--- config.mk ---
export PLATFORM = sky130hd
export DESIGN_NAME = iees_addr_unit
export DESIGN_NICKNAME = d
export VERILOG_FILES = /design/src/iees_pkg.sv /design/src/iees_addr_unit.sv
export SDC_FILE = /design/constraint.sdc
export NUM_CORES = 1
export LEC_CHECK = 0
export BUFFER_PORTS_ARGS = -buffer_cell sky130_fd_sc_hd__buf_2
export CORE_AREA = 2 2 84 86
export DETAILED_ROUTE_END_ITERATION = 7
export DIE_AREA = 0 0 86 88
export HOLD_SLACK_MARGIN = 0.12
export PLACE_DENSITY = 0.73
export RECOVER_POWER = 100
export SYNTH_ARGS = -nofsm -noshare
export SYNTH_HDL_FRONTEND = slang
export SYNTH_SLANG_ARGS = --single-unit
export TNS_END_PERCENT = 1
--- constraint.sdc ---
create_clock -name clk -period 2.5 [get_ports clk]
set_input_delay 0.375 -clock clk [delete_from_list [all_inputs] [get_ports clk]]
set_output_delay 0.375 -clock clk [all_outputs]
set_load 0.03 [all_outputs]
--- src/iees_pkg.sv ---
`default_nettype none

package iees_pkg;

    localparam int unsigned STACK_BYTES_DEF = 4096;
    localparam int unsigned NUM_LINES_DEF   = 16;

    localparam logic [31:0] RETURN_MARK = 32'hFFFF_FFFF;
    localparam int unsigned FRAME_BYTES = 29;
    localparam int unsigned FRAME_W     = 8 * FRAME_BYTES;

    localparam logic [1:0] KIND_NONE   = 2'b00;
    localparam logic [1:0] KIND_RETURN = 2'b01;
    localparam logic [1:0] KIND_ENTRY  = 2'b10;

    typedef struct packed {
        logic [15:0] request_mask;
        logic [31:0] r0_in;
        logic [31:0] r1_in;
        logic [31:0] r2_in;
        logic [31:0] r3_in;
        logic [31:0] r12_in;
        logic [31:0] lr_in;
        logic [31:0] pc_in;
        logic [31:0] sp_in;
        logic [3:0]  flags_in;
    } req_item_t;

    typedef struct packed {
        logic [31:0] r0_out;
        logic [31:0] r1_out;
        logic [31:0] r2_out;
        logic [31:0] r3_out;
        logic [31:0] r12_out;
        logic [31:0] lr_out;
        logic [31:0] pc_out;
        logic [31:0] sp_out;
        logic [3:0]  flags_out;
        logic        handler_active;
        logic [1:0]  event_kind;
    } rsp_item_t;

    // Stack frame image, first byte in memory is the MSB.
    typedef struct packed {
        logic [31:0] r0;
        logic [31:0] r1;
        logic [31:0] r2;
        logic [31:0] r3;
        logic [31:0] r12;
        logic [31:0] lr;
        logic [31:0] pc;
        logic [7:0]  fbyte;
    } frame_t;

    typedef struct packed {
        logic start;
        logic inc;
    } addr_ctl_t;

    typedef enum logic [2:0] {
        ST_IDLE,
        ST_DECIDE,
        ST_REDUCE,
        ST_POP,
        ST_PUSH,
        ST_FINISH
    } state_t;

    typedef enum logic {
        OP_POP,
        OP_PUSH
    } op_t;

endpackage

`default_nettype wire

--- src/iees_addr_unit.sv ---
`default_nettype none

// Byte index generator: reduces a 32-bit address modulo the stack size
// (a mask for a power-of-two size, otherwise a reciprocal multiply, a
// multiply-subtract and one compare-subtract, each a registered step), then steps
// through consecutive bytes. The index returns to zero where the stack size
// wraps and where the 32-bit address itself wraps.
module iees_addr_unit #(
    parameter int unsigned STACK_BYTES = 4096
) (
    input  wire logic                           clk,
    input  wire logic                           rst_n,
    input  wire iees_pkg::addr_ctl_t            ctl,
    input  wire logic [31:0]                    value,
    output logic                                ready,
    output logic      [$clog2(STACK_BYTES)-1:0] idx
);
    import iees_pkg::*;

    localparam int unsigned ADDR_W = $clog2(STACK_BYTES);
    localparam bit IS_POW2 = ((STACK_BYTES & (STACK_BYTES - 1)) == 0);
    localparam logic [31:0]       MODULUS = 32'(STACK_BYTES);
    // floor(2^32 / size): quotient estimate is low by at most one
    localparam logic [31:0]       RECIP   = 32'((64'd1 << 32) / 64'(STACK_BYTES));
    localparam logic [ADDR_W-1:0] LAST    = ADDR_W'(STACK_BYTES - 1);

    logic [ADDR_W-1:0] rem_reg, rem_next;
    logic [31:0]       val_reg, val_next;
    logic [63:0]       prod_reg, prod_next;
    logic [31:0]       diff_reg, diff_next;
    logic [1:0]        step_reg, step_next;
    logic              busy_reg, busy_next;

    always_comb
    begin
        rem_next  = rem_reg;
        val_next  = val_reg;
        prod_next = prod_reg;
        diff_next = diff_reg;
        step_next = step_reg;
        busy_next = busy_reg;
        if (ctl.start)
        begin
            val_next = value;
            if (IS_POW2)
            begin
                rem_next  = value[ADDR_W-1:0];
                busy_next = 1'b0;
            end
            else
            begin
                step_next = 2'd2;
                busy_next = 1'b1;
            end
        end
        else if (busy_reg)
        begin
            if (step_reg == 2'd2)
            begin
                // quotient estimate
                prod_next = 64'(val_reg) * 64'(RECIP);
                step_next = step_reg - 2'd1;
            end
            else if (step_reg == 2'd1)
            begin
                // remainder estimate, below twice the size
                diff_next = val_reg - prod_reg[63:32] * MODULUS;
                step_next = step_reg - 2'd1;
            end
            else
            begin
                if (diff_reg >= MODULUS)
                begin
                    rem_next = ADDR_W'(diff_reg - MODULUS);
                end
                else
                begin
                    rem_next = diff_reg[ADDR_W-1:0];
                end
                busy_next = 1'b0;
            end
        end
        else if (ctl.inc)
        begin
            val_next = val_reg + 32'd1;
            rem_next = (rem_reg == LAST || val_reg == 32'hFFFF_FFFF) ? '0 : rem_reg + 1'b1;
        end
    end

    always_ff @(posedge clk or negedge rst_n)
    begin
        if (!rst_n)
        begin
            busy_reg <= 1'b0;
            step_reg <= '0;
        end
        else
        begin
            busy_reg <= busy_next;
            step_reg <= step_next;
        end
    end

    always_ff @(posedge clk)
    begin
        rem_reg  <= rem_next;
        val_reg  <= val_next;
        prod_reg <= prod_next;
        diff_reg <= diff_next;
    end

    assign ready = !busy_reg;
    assign idx   = rem_reg;

endmodule

`default_nettype wire

==> results of run 1 <==
-- cells in the final DEF, fill, tap and decap left out, drive strengths merged, types with 3 or more instances in the layout --
| cell type | instances |
|---|---|
| clkinv | 5 |
| or4 | 16 |
| and3 | 3 |
| or3 | 3 |
| xnor2 | 16 |
| inv | 13 |
| nand4 | 11 |
| nor3 | 8 |
| o31ai | 12 |
| nand3 | 23 |
| nor2 | 27 |
| a31oi | 15 |
| xor2 | 7 |
| buf | 37 |
| dfrtp | 3 |
| ha | 4 |
| nor4 | 3 |
| o211ai | 10 |
| edfxtp | 56 |
| o21ai | 17 |
| clkbuf | 30 |
| nand2 | 34 |
-- report_power, final --
| group | total (W) | leakage, nW | internal (W) | switching, W |
|---|---|---|---|---|
| clock network | 0.000846 | 0.0950 | 0.000455 | 0.000391 |
| logic | 0.000337 | 0.576 | 0.000130 | 0.000207 |
| registers | 0.00129 | 0.596 | 0.00119 | 0.0000945 |
| total | 0.00247 | 1.27 | 0.00178 | 0.000692 |
-- cells in the mapped netlist (all sizes together) (2+ instances only) --
library cell	count
dfrtp	3
xnor2	16
nand2	34
clkbuf	12
nor3	8
ha	4
or3	3
a21o	2
or4	16
o21ai	17
and4	2
o211ai	10
nor4	3
a31oi	15
nor2	27
edfxtp	56
buf	3
o31ai	12
nand4	11
and3	3
a22oi	2
xor2	7
nand3	23
inv	13
-- stage by stage --
stage	area [µm²]	setup slack, ns	power (W)	util [%]	hold slack [ns]
after global routing	3740	0.0278	0.00258	56.2	0.315
after global placement	3590	0.207	0.00164	54.0	0.172
final	3740	0.149	0.00247	56.2	0.306
after CTS	3790	0.118	0.00250	57.0	0.299
after floorplan	3250	0.297	0.00152	-	0.0794
after detailed placement	3590	0.112	0.00165	54.0	0.178
-- routing by layer --
metal / routed length (µm) / up-vias / track usage, %
met5: 0 / - / 0
met4: 131 / 0 / 10.2
met3: 385 / 11 / 4.34
met2: 3230 / 83 / 29.4
met1: 3260 / 1213 / 26.6
li1: - / 1300 / -
-- path summary, 6_finish.rpt --
kind,start,endpoint,slack [ns],depth (start not counted)
max,val_reg[1],val_reg[22],0.15,6
min,value[16],val_reg[16],0.31,3
max reg2reg,val_reg[1],val_reg[22],0.15,6
min reg2reg,val_reg[0],diff_reg[0],0.50,0
max in group asynchronous,rst_n,step_reg[0],1.96,2
min in group asynchronous,rst_n,busy_reg,0.37,2
-- critical path, delay by kind of cell, from the launching register on --
| kind | cells | cell delay (ns) |
|---|---|---|
| DFF | 1 | 0.39 |
| adders and majority gates | 1 | 0.21 |
| buffers and inverters | 1 | 0.20 |
| and+or+nand+nor | 3 | 1.18 |
| AOI/OAI and AO/OA | 1 | 0.20 |
-- what timing repair did --
item,4_1_cts,5_1_grt
setup endpoints to repair,0,1
hold buffers,1,0
buffers inserted,0,1
hold endpoints to repair,3,0
resized for setup,0,0
-- cell type report --
type / count / area, µm²
Timing Repair Buffer: 59 / 285
Sequential cell: 59 / 1760
Clock inverter: 7 / 68.8
Inverter: 14 / 52.6
Multi-Input combinational cell: 223 / 1350
Tap cell: 80 / 100
Clock buffer: 9 / 124
Fill cell: 588 / 2910
-- cells by family after synthesis --
| kind of cell | Yosys count |
|---|---|
| simple gates | 131 |
| buf+inv | 29 |
| compound gates | 64 |
| flops | 59 |
| mux | 1 |
| fa+ha+maj | 4 |
| xor+xnor | 23 |
==> flow_results.org, run 1 <==
** Run status
- The flow ran to the end, and the final reports show no timing, DRC or antenna violations.

** Place
- Detailed Place HPWL :: 4980 µm
- The count of buffers added on input and output ports is 48.
- Final weighted congestion in routability-driven placement :: 0.836
- After detailed placement, the design holds a cell count of 433.

** Timing
- Layout Skew :: 0.00577 ns
- Unrepaired setup endpoints after global routing :: no
- For the final routed database, the setup TNS stands at 0 ns.
- The max-slew violation count was 0.
- Maximum clock frequency :: 425 MHz
- The worst path needs 2.35 ns of the cycle, external delays included.
- Tightest Pin Transition :: 0.824 ns
- The final hold violation count is 0.
- Setup-violating endpoint count in the final report :: 0
- Worst slew margin relative to its limit :: 45.1%
- The final critical path takes up 94.0% of the cycle.

** Clock tree
- Root buffer cell :: sky130_fd_sc_hd__clkbuf_8
- Number of H-tree levels :: 3
- TritonCTS clock tree :: yes
- CTS saw 59 sinks.
- Worst skew pair latency :: 0.34 ns
- Clk slew on worst S/H paths :: 0.07 ns
- The clock passes through at most 2 buffers.
- In this run, CTS created clock tree buffers numbering 9.

** Worst setup path
- On the worst path, the slowest cell contributes a delay of 0.54 ns.
- Setup crit end kind :: flip-flop
- For the worst setup path, the data arrival time is 2.53 ns.
- Crit path max fanout :: 11
- The most numerous cell type found on the critical path is sky130_fd_sc_hd__or4_1.
- Data required time at the worst endpoint :: 2.68 ns
- Path type of the worst setup path :: flip-flop to flip-flop
- Cells along the critical path :: ha_1 > nand3_1 > or4_1 > buf_4 > or4_1 > a31oi_1
- Slowest stage cell on the critical path :: sky130_fd_sc_hd__or4_1
- The worst setup path is launched from a flip-flop.

** Yosys
- Post-synthesis share of cell area spent on and, or, nand and nor gates :: 20.5%
- After synthesis, the cell types taking the most area are sky130_fd_sc_hd__edfxtp_1 52%, sky130_fd_sc_hd__xnor2_1 4.3%, sky130_fd_sc_hd__nand2_1 3.9%.
- Count of distinct cell types in the synthesized netlist :: 37
- Counting flops and latches in the post-synthesis netlist gives 59.
- In this run the cell area of the synthesized design comes to 3240 µm².
- Arithmetic-cell share of the synthesized area counting full adders, half adders and majority gates :: 1.54%
- Synthesized instance count :: 311
- Mux share of post-synthesis cell area :: 0.347%
- Average footprint of a synthesized cell :: 10.4 µm²
- By area, the combinational part of the netlist is dominated by simple AND/OR/NAND/NOR gates.
- The synthesized netlist devotes 13.4% of its cell area to compound gates.
- The biggest area contributor in the post-synthesis netlist is sky130_fd_sc_hd__edfxtp_1.
- Synth warn :: 0
- The top cell type by area accounts for 51.8% of the synthesized area.
- For this run, asynchronously set or reset flops after synthesis account for 5.08%.
- The synthesized design contains 56 enable-type register cells.
- Synth Area in XOR/XNOR :: 6.21%
- Sequential area share after synthesis :: 54.1%
- Total nets after synthesis :: 351
- Commonest register cell after synthesis :: sky130_fd_sc_hd__edfxtp_1

** GRT
- Across every metal layer, demand over resource in global routing totals 19.5%.
- Largest net degree at the start of global routing :: 33
- Wire length of the first global-routing pass :: 11300 µm
- The number of global-route vias before repair was 2395.
- Antenna violations before repair :: 0
- Sum of overflow across all layers after global routing :: 0

** Finish
- Area growth from synthesis to final layout :: 15.2%
- The net count of the finished layout is 406.
- Final cell count without fillers :: 451
- Max reg flops :: 32
- In the final layout, the share of cells above drive strength 1 is 15.1%.
- Diodes inserted :: 0

** Die
- The core region is 6640 µm².
- The die covers 7570 µm².
- Initial Util :: 48.8%
- Measured along the x axis, the die boundary spans 86 µm.
- Die Y-Extent :: 88 µm
- Top-Level Pins :: 49
- Row generation in the floorplan step produced 30 rows.

** Routing
- The first routing iteration left 149 violations.
- Via density :: 5.78
- Total via count after detailed routing :: 2607
- The count of nets left with antenna violations once routing finished came out at 0.
- Mean routed wirelength per cell :: 15.5 µm
- The first detailed-routing pass took 5 iterations.
- Final WL :: 7000 µm
- In the routed design, unresolved DRC markers number 0.

** Flow run
- Number of max-capacitance violations reported :: 0

** Power
- Largest voltage drop on the vdd net :: 0.000392 V
- For this design the static power due to leakage is 1.27 nW.
- Dividing total power by cell area gives a power density of 662 nW/µm².

** Min path
- The worst hold path belongs to the class input port to flip-flop.
Power figures use the tool's default switching activity.
==> run 2: changes to the inputs <==
--- a/config.mk
+++ b/config.mk
@@ -5,12 +5,15 @@
 export SDC_FILE = /design/constraint.sdc
 export NUM_CORES = 1
 export LEC_CHECK = 0
+export ABC_AREA = 1
 export BUFFER_PORTS_ARGS = -buffer_cell sky130_fd_sc_hd__buf_2
-export CORE_AREA = 2 2 84 86
+export CAP_MARGIN = 10
+export CORE_AREA = 2 2 89 91
 export DETAILED_ROUTE_END_ITERATION = 7
-export DIE_AREA = 0 0 86 88
+export DIE_AREA = 0 0 91 93
+export GPL_TIMING_DRIVEN = 0
 export HOLD_SLACK_MARGIN = 0.12
-export PLACE_DENSITY = 0.73
+export PLACE_DENSITY = 0.71
 export RECOVER_POWER = 100
 export SYNTH_ARGS = -nofsm -noshare
 export SYNTH_HDL_FRONTEND = slang
==> run 2 against run 1 <==
Net effect: wire length grew 23%; sequential power is essentially flat; synthesized cell count grew 47%; non-clock buffer count stayed put; setup slack better by 0.023 ns; core utilization down 0.88 points; area after synthesis is 11% higher; cell count grew 39%; clock skew grew 0.0040 ns; die area grew 12%; largest cell class unchanged.
==> flow_results.org, run 2 <==
** Clock tree
- The buffers inserted during post-CTS setup optimization is 0 (unchanged).
- Total clock buffers created by CTS :: 9 (unchanged)
- TritonCTS clock tree :: yes
- The root buffer cell chosen for the clock tree is sky130_fd_sc_hd__clkbuf_8.
- Number of gates resized after CTS :: 0 (unchanged)
- The maximum buffer depth of the clock tree is 2 (unchanged).
- Hold buffers post-CTS :: 1 (unchanged)
- Clk slew on worst S/H paths :: 0.07 ns (about the same)
- Worst skew pair latency :: 0.35 ns (about the same)
- The total clock sinks is 59 (unchanged).
- The level count of the clock H-tree was 3 (unchanged).

** Run status
- Status :: completed

** Routing
- Mean routed wirelength per cell :: 13.7 µm (-12%)
- The detailed-routing iteration count for the pre-antenna-repair pass is 4 (-1).
- Via density :: 5.05 (-13%)
- DR DRC count :: 0 (unchanged)
- The total detailed-routing wirelength is 8590 µm (+23%).
- Antenna Violating Nets Remaining :: 0 (unchanged)
- The violation count after the first detailed-routing iteration is 125 (-16%).
- The via total after detailed routing came to 3165 (+21%).

** Worst setup path
- The setup path with the least slack is of type flip-flop to flip-flop.
- Slowest stage cell on the critical path :: sky130_fd_sc_hd__edfxtp_1
- The number of buffer and inverter instances along the worst setup path is 0 (-1).
- Setup crit end kind :: flip-flop
- Crit path max fanout :: 10 (-1)
- Cells along the critical path :: ha_1 > nand2_1 > nor2_2 > nand2_1 > nor2_1 > nand4_1 > nand2_2 > o21bai_1
- Setup crit start kind :: flip-flop
- The endpoint arrival time on the critical path came to 2.42 ns (-0.11 ns).
- Data required time at the worst endpoint :: 2.60 ns (-0.08 ns)
- The kind of cell with the highest combined delay along the critical path is simple AND/OR/NAND/NOR gates.
- Dominant cell type by count on the critical path :: sky130_fd_sc_hd__nand2_1
- Crit-path max cell delay :: 0.44 ns (-0.10 ns)

** Finish
- Layout Utilization :: 55.4% (-0.88 points)
- The area growth from synthesis to layout came to 15.2% (about the same).
- The number of flip-flops in the largest register is 32 (unchanged).
- The share of layout cells above drive strength 1 came to 10.3% (-4.8 points).
- Total Nets Final :: 560 (+38%)
- Diodes inserted :: 0 (unchanged)
- Leaving out fill and tap cells, the most frequent cells in the layout are 194 x sky130_fd_sc_hd__nand2_1, 64 x sky130_fd_sc_hd__nor2_1, 56 x sky130_fd_sc_hd__edfxtp_1.
- The number of inserted filler cells in the final layout came to 748 (+27%).
- The library cell used most frequently in the layout, excluding fill and tap cells, is sky130_fd_sc_hd__nand2_1.

** Yosys
- Commonest register cell after synthesis :: sky130_fd_sc_hd__edfxtp_1
- The number of synthesis warnings is 0 (unchanged).
- The mean instance size in the synthesized netlist came to 7.90 µm² (-24%).
- By area the synthesized netlist is led by sky130_fd_sc_hd__edfxtp_1 47%, sky130_fd_sc_hd__nand2_1 20%, sky130_fd_sc_hd__nor2_1 5.8%.
- Post-synthesis async set-or-reset flop share :: 5.08% (unchanged)
- Post-synthesis cell area :: 3620 µm² (+11%)
- Sequential area share after synthesis :: 48.6% (-5.6 points)
- Synthesized instance count :: 458 (+47%)
- Most used standard cell by instance count after synthesis :: sky130_fd_sc_hd__nand2_1
- Most numerous cell types in the synthesized netlist :: 191 x sky130_fd_sc_hd__nand2_1, 56 x sky130_fd_sc_hd__edfxtp_1, 56 x sky130_fd_sc_hd__nor2_1
- The post-synthesis net count came to 498 (+42%).
- The number of different library cells in the post-synthesis netlist came to 29 (-22%).
- The register bit count reported by yosys was 59 (unchanged).
- Share of Yosys cell area claimed by the top area cell type :: 46.5% (-5.3 points)
- Summed over all instances, the cell type with the most area after synthesis is sky130_fd_sc_hd__edfxtp_1.
- The number of flops mapped to enable cells by yosys is 56 (unchanged).

** Die
- Die area :: 8460 µm² (+12%)
- Row cnt :: 32 (+6.7%)
- The starting density of the core is 48.0% (-0.79 points).
- Die Y-Extent :: 93 µm (+5.7%)
- The count of boundary I/O pins is 49 (unchanged).
- The placeable core region is 7530 µm² (+13%).
- Die W :: 91 µm (+5.8%)

** Timing
- Maximum clock frequency :: 430 MHz (+0.98%)
- Final number of max-transition violations :: 0 (unchanged)
- The final clock skew is 0.00974 ns (+0.00397 ns).
- Unrepaired setup endpoints after global routing :: no
- The final hold violation count came to 0 (unchanged).
- The final-report setup violation count is 0 (unchanged).
- Setup ws final :: 0.172 ns (+0.0228 ns)
- Setup tns final :: 0 ns (unchanged)
- Hold_ws :: 0.294 ns (-0.0125 ns)
- The relative slew slack came to 35.0% (-10 points).
- The share of the cycle needed by the critical path after routing came to 93.1% (-0.91 points).
- Tightest Pin Transition :: 0.971 ns (+0.147 ns)
- The minimum clock period after layout was 2.33 ns (-0.0228 ns).

** Power
- The power per unit of standard cell area is 653 nW/µm² (-1.3%).
- The overall power came to 0.00272 W (+10%).
- Largest voltage drop on the vdd net :: 0.000336 V (-14%)
- The static leakage was 1.79 nW (+41%).

** Min path
- Worst min-delay path category :: input port to flip-flop

** GRT
- Global routing usage summed across all routing layers :: 21.1% (+1.6 points)
- The first-pass GRT wire length is 13900 µm (+23%).
- Antenna violations before repair :: 0 (unchanged)
- The pin count of the biggest net entering global routing is 18 (-45%).
- Sum of overflow across all layers after global routing :: 0 (unchanged)
- Number of global-route vias before repair :: 3069 (+28%)

** Place
- Setup slack after placement :: 0.190 ns (+0.0781 ns)
- The placed wire-length estimate after detailed placement came to 6680 µm (+34%).
- The count of buffers from port buffering came to 48 (unchanged).
- Final weighted congestion in routability-driven placement :: 0.951 (+14%)

** Flow run
- Number of max-capacitance violations reported :: 0 (unchanged)
-- run 2: changes by cell type in the layout (fill, tap and decap cells not counted), sizes merged, moves of 7 or more --
cell    delta
nand2    +161
nor2      +38
inv       +24
or4       -16
a31oi     -14
o21bai    +12
o31ai     -11
o211ai    -10
xnor2     -10
nand3b     +9
nand3      -7
-- run 2: logic make-up after synthesis --
family	count (synthesis)	synth area share (%)
adders and majority gates	4	1.38
buffers and inverters	44	4.64
xor gates and xnor gates	18	4.36
and+or+nand+nor	296	34.9
AOI/OAI and AO/OA	37	6.16
DFF	59	48.6
-- run 2: stage by stage --
| stage | std cells | instance area (µm²) |
|---|---|---|
| floorplan | 458 | 3620 |
| global placement | 608 | 3980 |
| detailed placement | 609 | 4020 |
| CTS | 626 | 4270 |
| global route | 627 | 4170 |
| finish | 627 | 4170 |
-- run 2: per-layer routing --
| layer | global-route usage, % | wire (µm) | up-vias |
|---|---|---|---|
| li1 | - | - | 1607 |
| met1 | 24.7 | 3670 | 1467 |
| met2 | 37.5 | 4300 | 70 |
| met3 | 2.82 | 372 | 21 |
| met4 | 11.7 | 249 | 0 |
| met5 | 0 | 0 | - |
-- run 2: worst paths after layout --
path                        startpoint          end  slack, ns  cells after the start
min                          value[28]  val_reg[28]       0.29                      3
min in group asynchronous        rst_n  step_reg[1]       0.37                      2
max in group asynchronous        rst_n     busy_reg       1.97                      2
min reg2reg                step_reg[0]  step_reg[0]       0.51                      1
max reg2reg                 val_reg[0]      idx[10]       0.17                      8
max                         val_reg[0]      idx[10]       0.17                      8
-- run 2: layout make-up --
class | instances | area, µm² | share of cell area (%)
Tap cell | 102 | 128 | 3.06
Timing Repair Buffer | 51 | 248 | 5.95
Buffer | 8 | 32.5 | 0.781
Clock inverter | 7 | 115 | 2.76
Multi-Input combinational cell | 355 | 1630 | 39.1
Clock buffer | 9 | 124 | 2.97
Sequential cell | 59 | 1760 | 42.2
Inverter | 36 | 135 | 3.24
-- run 2: worst register-to-register path: stages (launching register included) --
cell,delay [ns]
sky130_fd_sc_hd__edfxtp_1,0.44
sky130_fd_sc_hd__ha_1,0.26
sky130_fd_sc_hd__nand2_1,0.12
sky130_fd_sc_hd__nor2_2,0.10
sky130_fd_sc_hd__nand2_1,0.13
sky130_fd_sc_hd__nor2_1,0.33
sky130_fd_sc_hd__nand4_1,0.33
sky130_fd_sc_hd__nand2_2,0.28
sky130_fd_sc_hd__o21bai_1,0.10
-- run 2: report_power, final --
part	total [W]	switching, W	internal, W
clock network	0.00106	0.000402	0.000660
registers	0.00129	0.0000929	0.00119
logic	0.000373	0.000240	0.000133
total	0.00272	0.000735	0.00199
==> run 3: changes to the inputs <==
==> constraint.sdc (replaced) <==
create_clock -name clk -period 2.5 [get_ports clk]
set_input_delay 0.5 -clock clk [delete_from_list [all_inputs] [get_ports clk]]
set_output_delay 0.5 -clock clk [all_outputs]
set_load 0.03 [all_outputs]
==> run 3 against run 2 <==
Net effect: flip-flop and latch count did not move; cell count did not move; fmax rose by 1.8%; register-to-register slack improved by 0.04 ns; clock-buffer cell count did not move; global-route usage did not move; first-iteration DRC count fell by 1.6%; non-clock buffer count did not move; sequential share of layout area did not move; hold slack improved by 0.13 ns; critical endpoint unchanged; largest power group unchanged; highest routed layer unchanged.
==> flow_results.org, run 3 (synthesis results as in run 2) <==
** Run status
- Status :: completed

** Die
- The count of boundary I/O pins was 49 (unchanged).
- The standard-cell row count came to 32 (unchanged).
- Die W :: 91 µm (unchanged)
- Die Y-Extent :: 93 µm (unchanged)
- The placeable core region came to 7530 µm² (unchanged).
- The starting density of the core came to 48.0% (unchanged).
- The total die area came to 8460 µm² (unchanged).

** Finish
- The share of layout cells above drive strength 1 is 10.3% (unchanged).
- Highest-count cells in the layout ignoring fill and taps :: 194 x sky130_fd_sc_hd__nand2_1, 64 x sky130_fd_sc_hd__nor2_1, 56 x sky130_fd_sc_hd__edfxtp_1
- Most common cell after layout, fill and taps aside :: sky130_fd_sc_hd__nand2_1
- The area growth from synthesis to layout is 15.2% (unchanged).
- Final cell count without fillers :: 627 (unchanged)
- The final layout net count came to 560 (unchanged).
- The antenna diode instance count was 0 (unchanged).
- The number of inserted filler cells in the final layout came to 748 (unchanged).
- Post-route standard cell area excluding fillers :: 4170 µm² (unchanged)
- Layout Utilization :: 55.4% (unchanged)
- The number of flip-flops in the largest register was 32 (unchanged).

** Timing
- Maximum clock frequency :: 437 MHz (+1.8%)
- Layout Skew :: 0.00956 ns (-0.000185 ns)
- Final number of max-transition violations :: 0 (unchanged)
- The final hold violation count is 0 (unchanged).
- Min Tclk post-route :: 2.29 ns (-0.0408 ns)
- Setup ws final :: 0.213 ns (+0.0408 ns)
- Setup-violating endpoint count in the final report :: 0 (unchanged)
- The share of the cycle needed by the critical path after routing came to 91.5% (-1.6 points).
- Tightest Pin Transition :: 0.964 ns (-0.00761 ns)
- Worst slew margin relative to its limit :: 35.5% (+0.51 points)
- Setup repair after global routing left no endpoint under its margin.
- Hold_ws :: 0.423 ns (+0.130 ns)

** Place
- The post-placement worst setup slack is 0.0651 ns (-0.125 ns).
- IO buf count :: 48 (unchanged)
- The weighted congestion at the end of routability-driven global placement is 0.951 (unchanged).
- The placed wire-length estimate after detailed placement came to 6680 µm (unchanged).
- The number of placed cells counting well taps came to 609 (unchanged).
- The standard cell area after detailed placement is 4020 µm² (unchanged).

** Min path
- The tightest min-delay check is of the input port to flip-flop type.

** Clock tree
- Number of H-tree levels :: 3 (unchanged)
- Longest Clk Path Bufs :: 2 (unchanged)
- Worst skew pair latency :: 0.34 ns (about the same)
- Hold buffers post-CTS :: 1 (unchanged)
- The total of cells resized after clock tree synthesis was 0 (unchanged).
- TritonCTS built the clock tree.
- Root buffer cell :: sky130_fd_sc_hd__clkbuf_8
- The number of buffers created by CTS came to 9 (unchanged).
- The clock edge transition at the registers on the reported setup and hold paths is 0.07 ns (about the same).
- Number of sinks on the clock net :: 59 (unchanged)
- The buffers inserted during post-CTS setup optimization came to 0 (unchanged).

** Worst setup path
- Crit-path max cell delay :: 0.44 ns (about the same)
- Walking the worst path, the cells encountered are ha_1 > nand2_1 > nor2_2 > nand2_1 > nor2_1 > nand4_1 > nand2_2 > o21bai_1.
- STA classifies the critical path endpoint as a flip-flop.
- Worst setup path startpoint :: val_reg[0]
- Worst reg2reg setup slack :: 0.21 ns (+0.04 ns)
- The largest individual stage delay along the critical path comes from the cell sky130_fd_sc_hd__edfxtp_1.
- Crit Reg-Reg Startpoint :: val_reg[0]
- The kind of cell with the highest combined delay along the critical path is simple AND/OR/NAND/NOR gates.
- CP endpoint :: idx[10]
- The count of cell instances traversed by the critical path was 8 (unchanged).
- The endpoint arrival time on the critical path is 2.38 ns (-0.04 ns).
- Crit path max fanout :: 10 (unchanged)
- The count of cells along the worst register-to-register path was 8 (unchanged).
- The number of buffer and inverter instances along the worst setup path came to 0 (unchanged).
- Dominant cell type by count on the critical path :: sky130_fd_sc_hd__nand2_1
- Capture instance of the worst register-to-register path :: idx[10]
- The worst setup path is of the flip-flop to flip-flop kind.
- Data required time at the worst endpoint :: 2.59 ns (about the same)
- Setup crit start kind :: flip-flop

** Power
- The power per unit of standard cell area came to 653 nW/µm² (about the same).
- The static leakage came to 1.79 nW (unchanged).
- The largest vdd supply drop is 0.000336 V (+0.11%).

** Routing
- The detailed-route vias per instance is 5.04 (-0.19%).
- Number of DRC violations after detailed-routing iteration 0 :: 123 (-1.6%)
- Final WL :: 8600 µm (+0.10%)
- The average wire per cell in the routed design was 13.7 µm (+0.10%).
- Antenna Violating Nets Remaining :: 0 (unchanged)
- Detailed Routing Iterations Pass 1 :: 4 (unchanged)
- The via total after detailed routing is 3159 (-0.19%).
- The number of design rule violations left after detail routing came to 0 (unchanged).

** Flow run
- The max capacitance violation total was 0 (unchanged).

** GRT
- The combined global-route utilization of all metal layers is 21.1% (unchanged).
- Sum of overflow across all layers after global routing :: 0 (unchanged)
- Antenna violations before repair :: 0 (unchanged)
- The pin count of the biggest net entering global routing came to 18 (unchanged).
- The number of global-route vias before repair was 3069 (unchanged).
- The first-pass GRT wire length was 13900 µm (unchanged).
-- run 3: cell counts in the layout (fill, tap and decap cells not counted) --
No cell type changed its count.
-- run 3: metal layers --
metal | wire length [µm] | vias up | GRT usage, %
li1 | - | 1612 | -
met1 | 3620 | 1455 | 24.7
met2 | 4330 | 71 | 37.5
met3 | 388 | 21 | 2.82
met4 | 264 | 0 | 11.7
met5 | 0 | - | 0
-- run 3: per-stage QoR --
stage	power, W	setup TNS [ns]
after CTS	0.00276	0
after floorplan	0.00156	0
after global placement	0.00168	-21.09
after detailed placement	0.00170	0
final	0.00272	0
after global routing	0.00284	0
-- run 3: final cells by class --
type                            count  area (µm²)  share of cell area, %
Tap cell                          102         128                   3.06
Inverter                           36         135                   3.24
Clock buffer                        9         124                   2.97
Multi-Input combinational cell    355        1630                   39.1
Timing Repair Buffer               51         248                   5.95
Sequential cell                    59        1760                   42.2
Clock inverter                      7         115                   2.76
Buffer                              8        32.5                  0.781
-- run 3: where the power goes --
part	switching (W)	internal (W)
registers	0.0000926	0.00119
clock network	0.000401	0.000660
logic	0.000240	0.000133
total	0.000733	0.00199
-- run 3: tightest hold or removal path: cells and delay by family --
| kind | cells | cell delay (ns) |
|---|---|---|
| and+or+nand+nor | 2 | 0.09 |
| buffers and inverters | 1 | 0.07 |
-- run 3: how the worst min path moves through the flow --
stage	from	to	slack, ns	cells past startpoint
6_report	value[28]	val_reg[28]	0.42	3
4_1_cts	value[13]	val_reg[13]	0.41	3
3_3_place_gp	rst_n	busy_reg	0.29	1
2_1_floorplan	rst_n	busy_reg	0.20	0
3_5_place_dp	rst_n	step_reg[0]	0.30	1
5_1_grt	value[29]	val_reg[29]	0.43	3
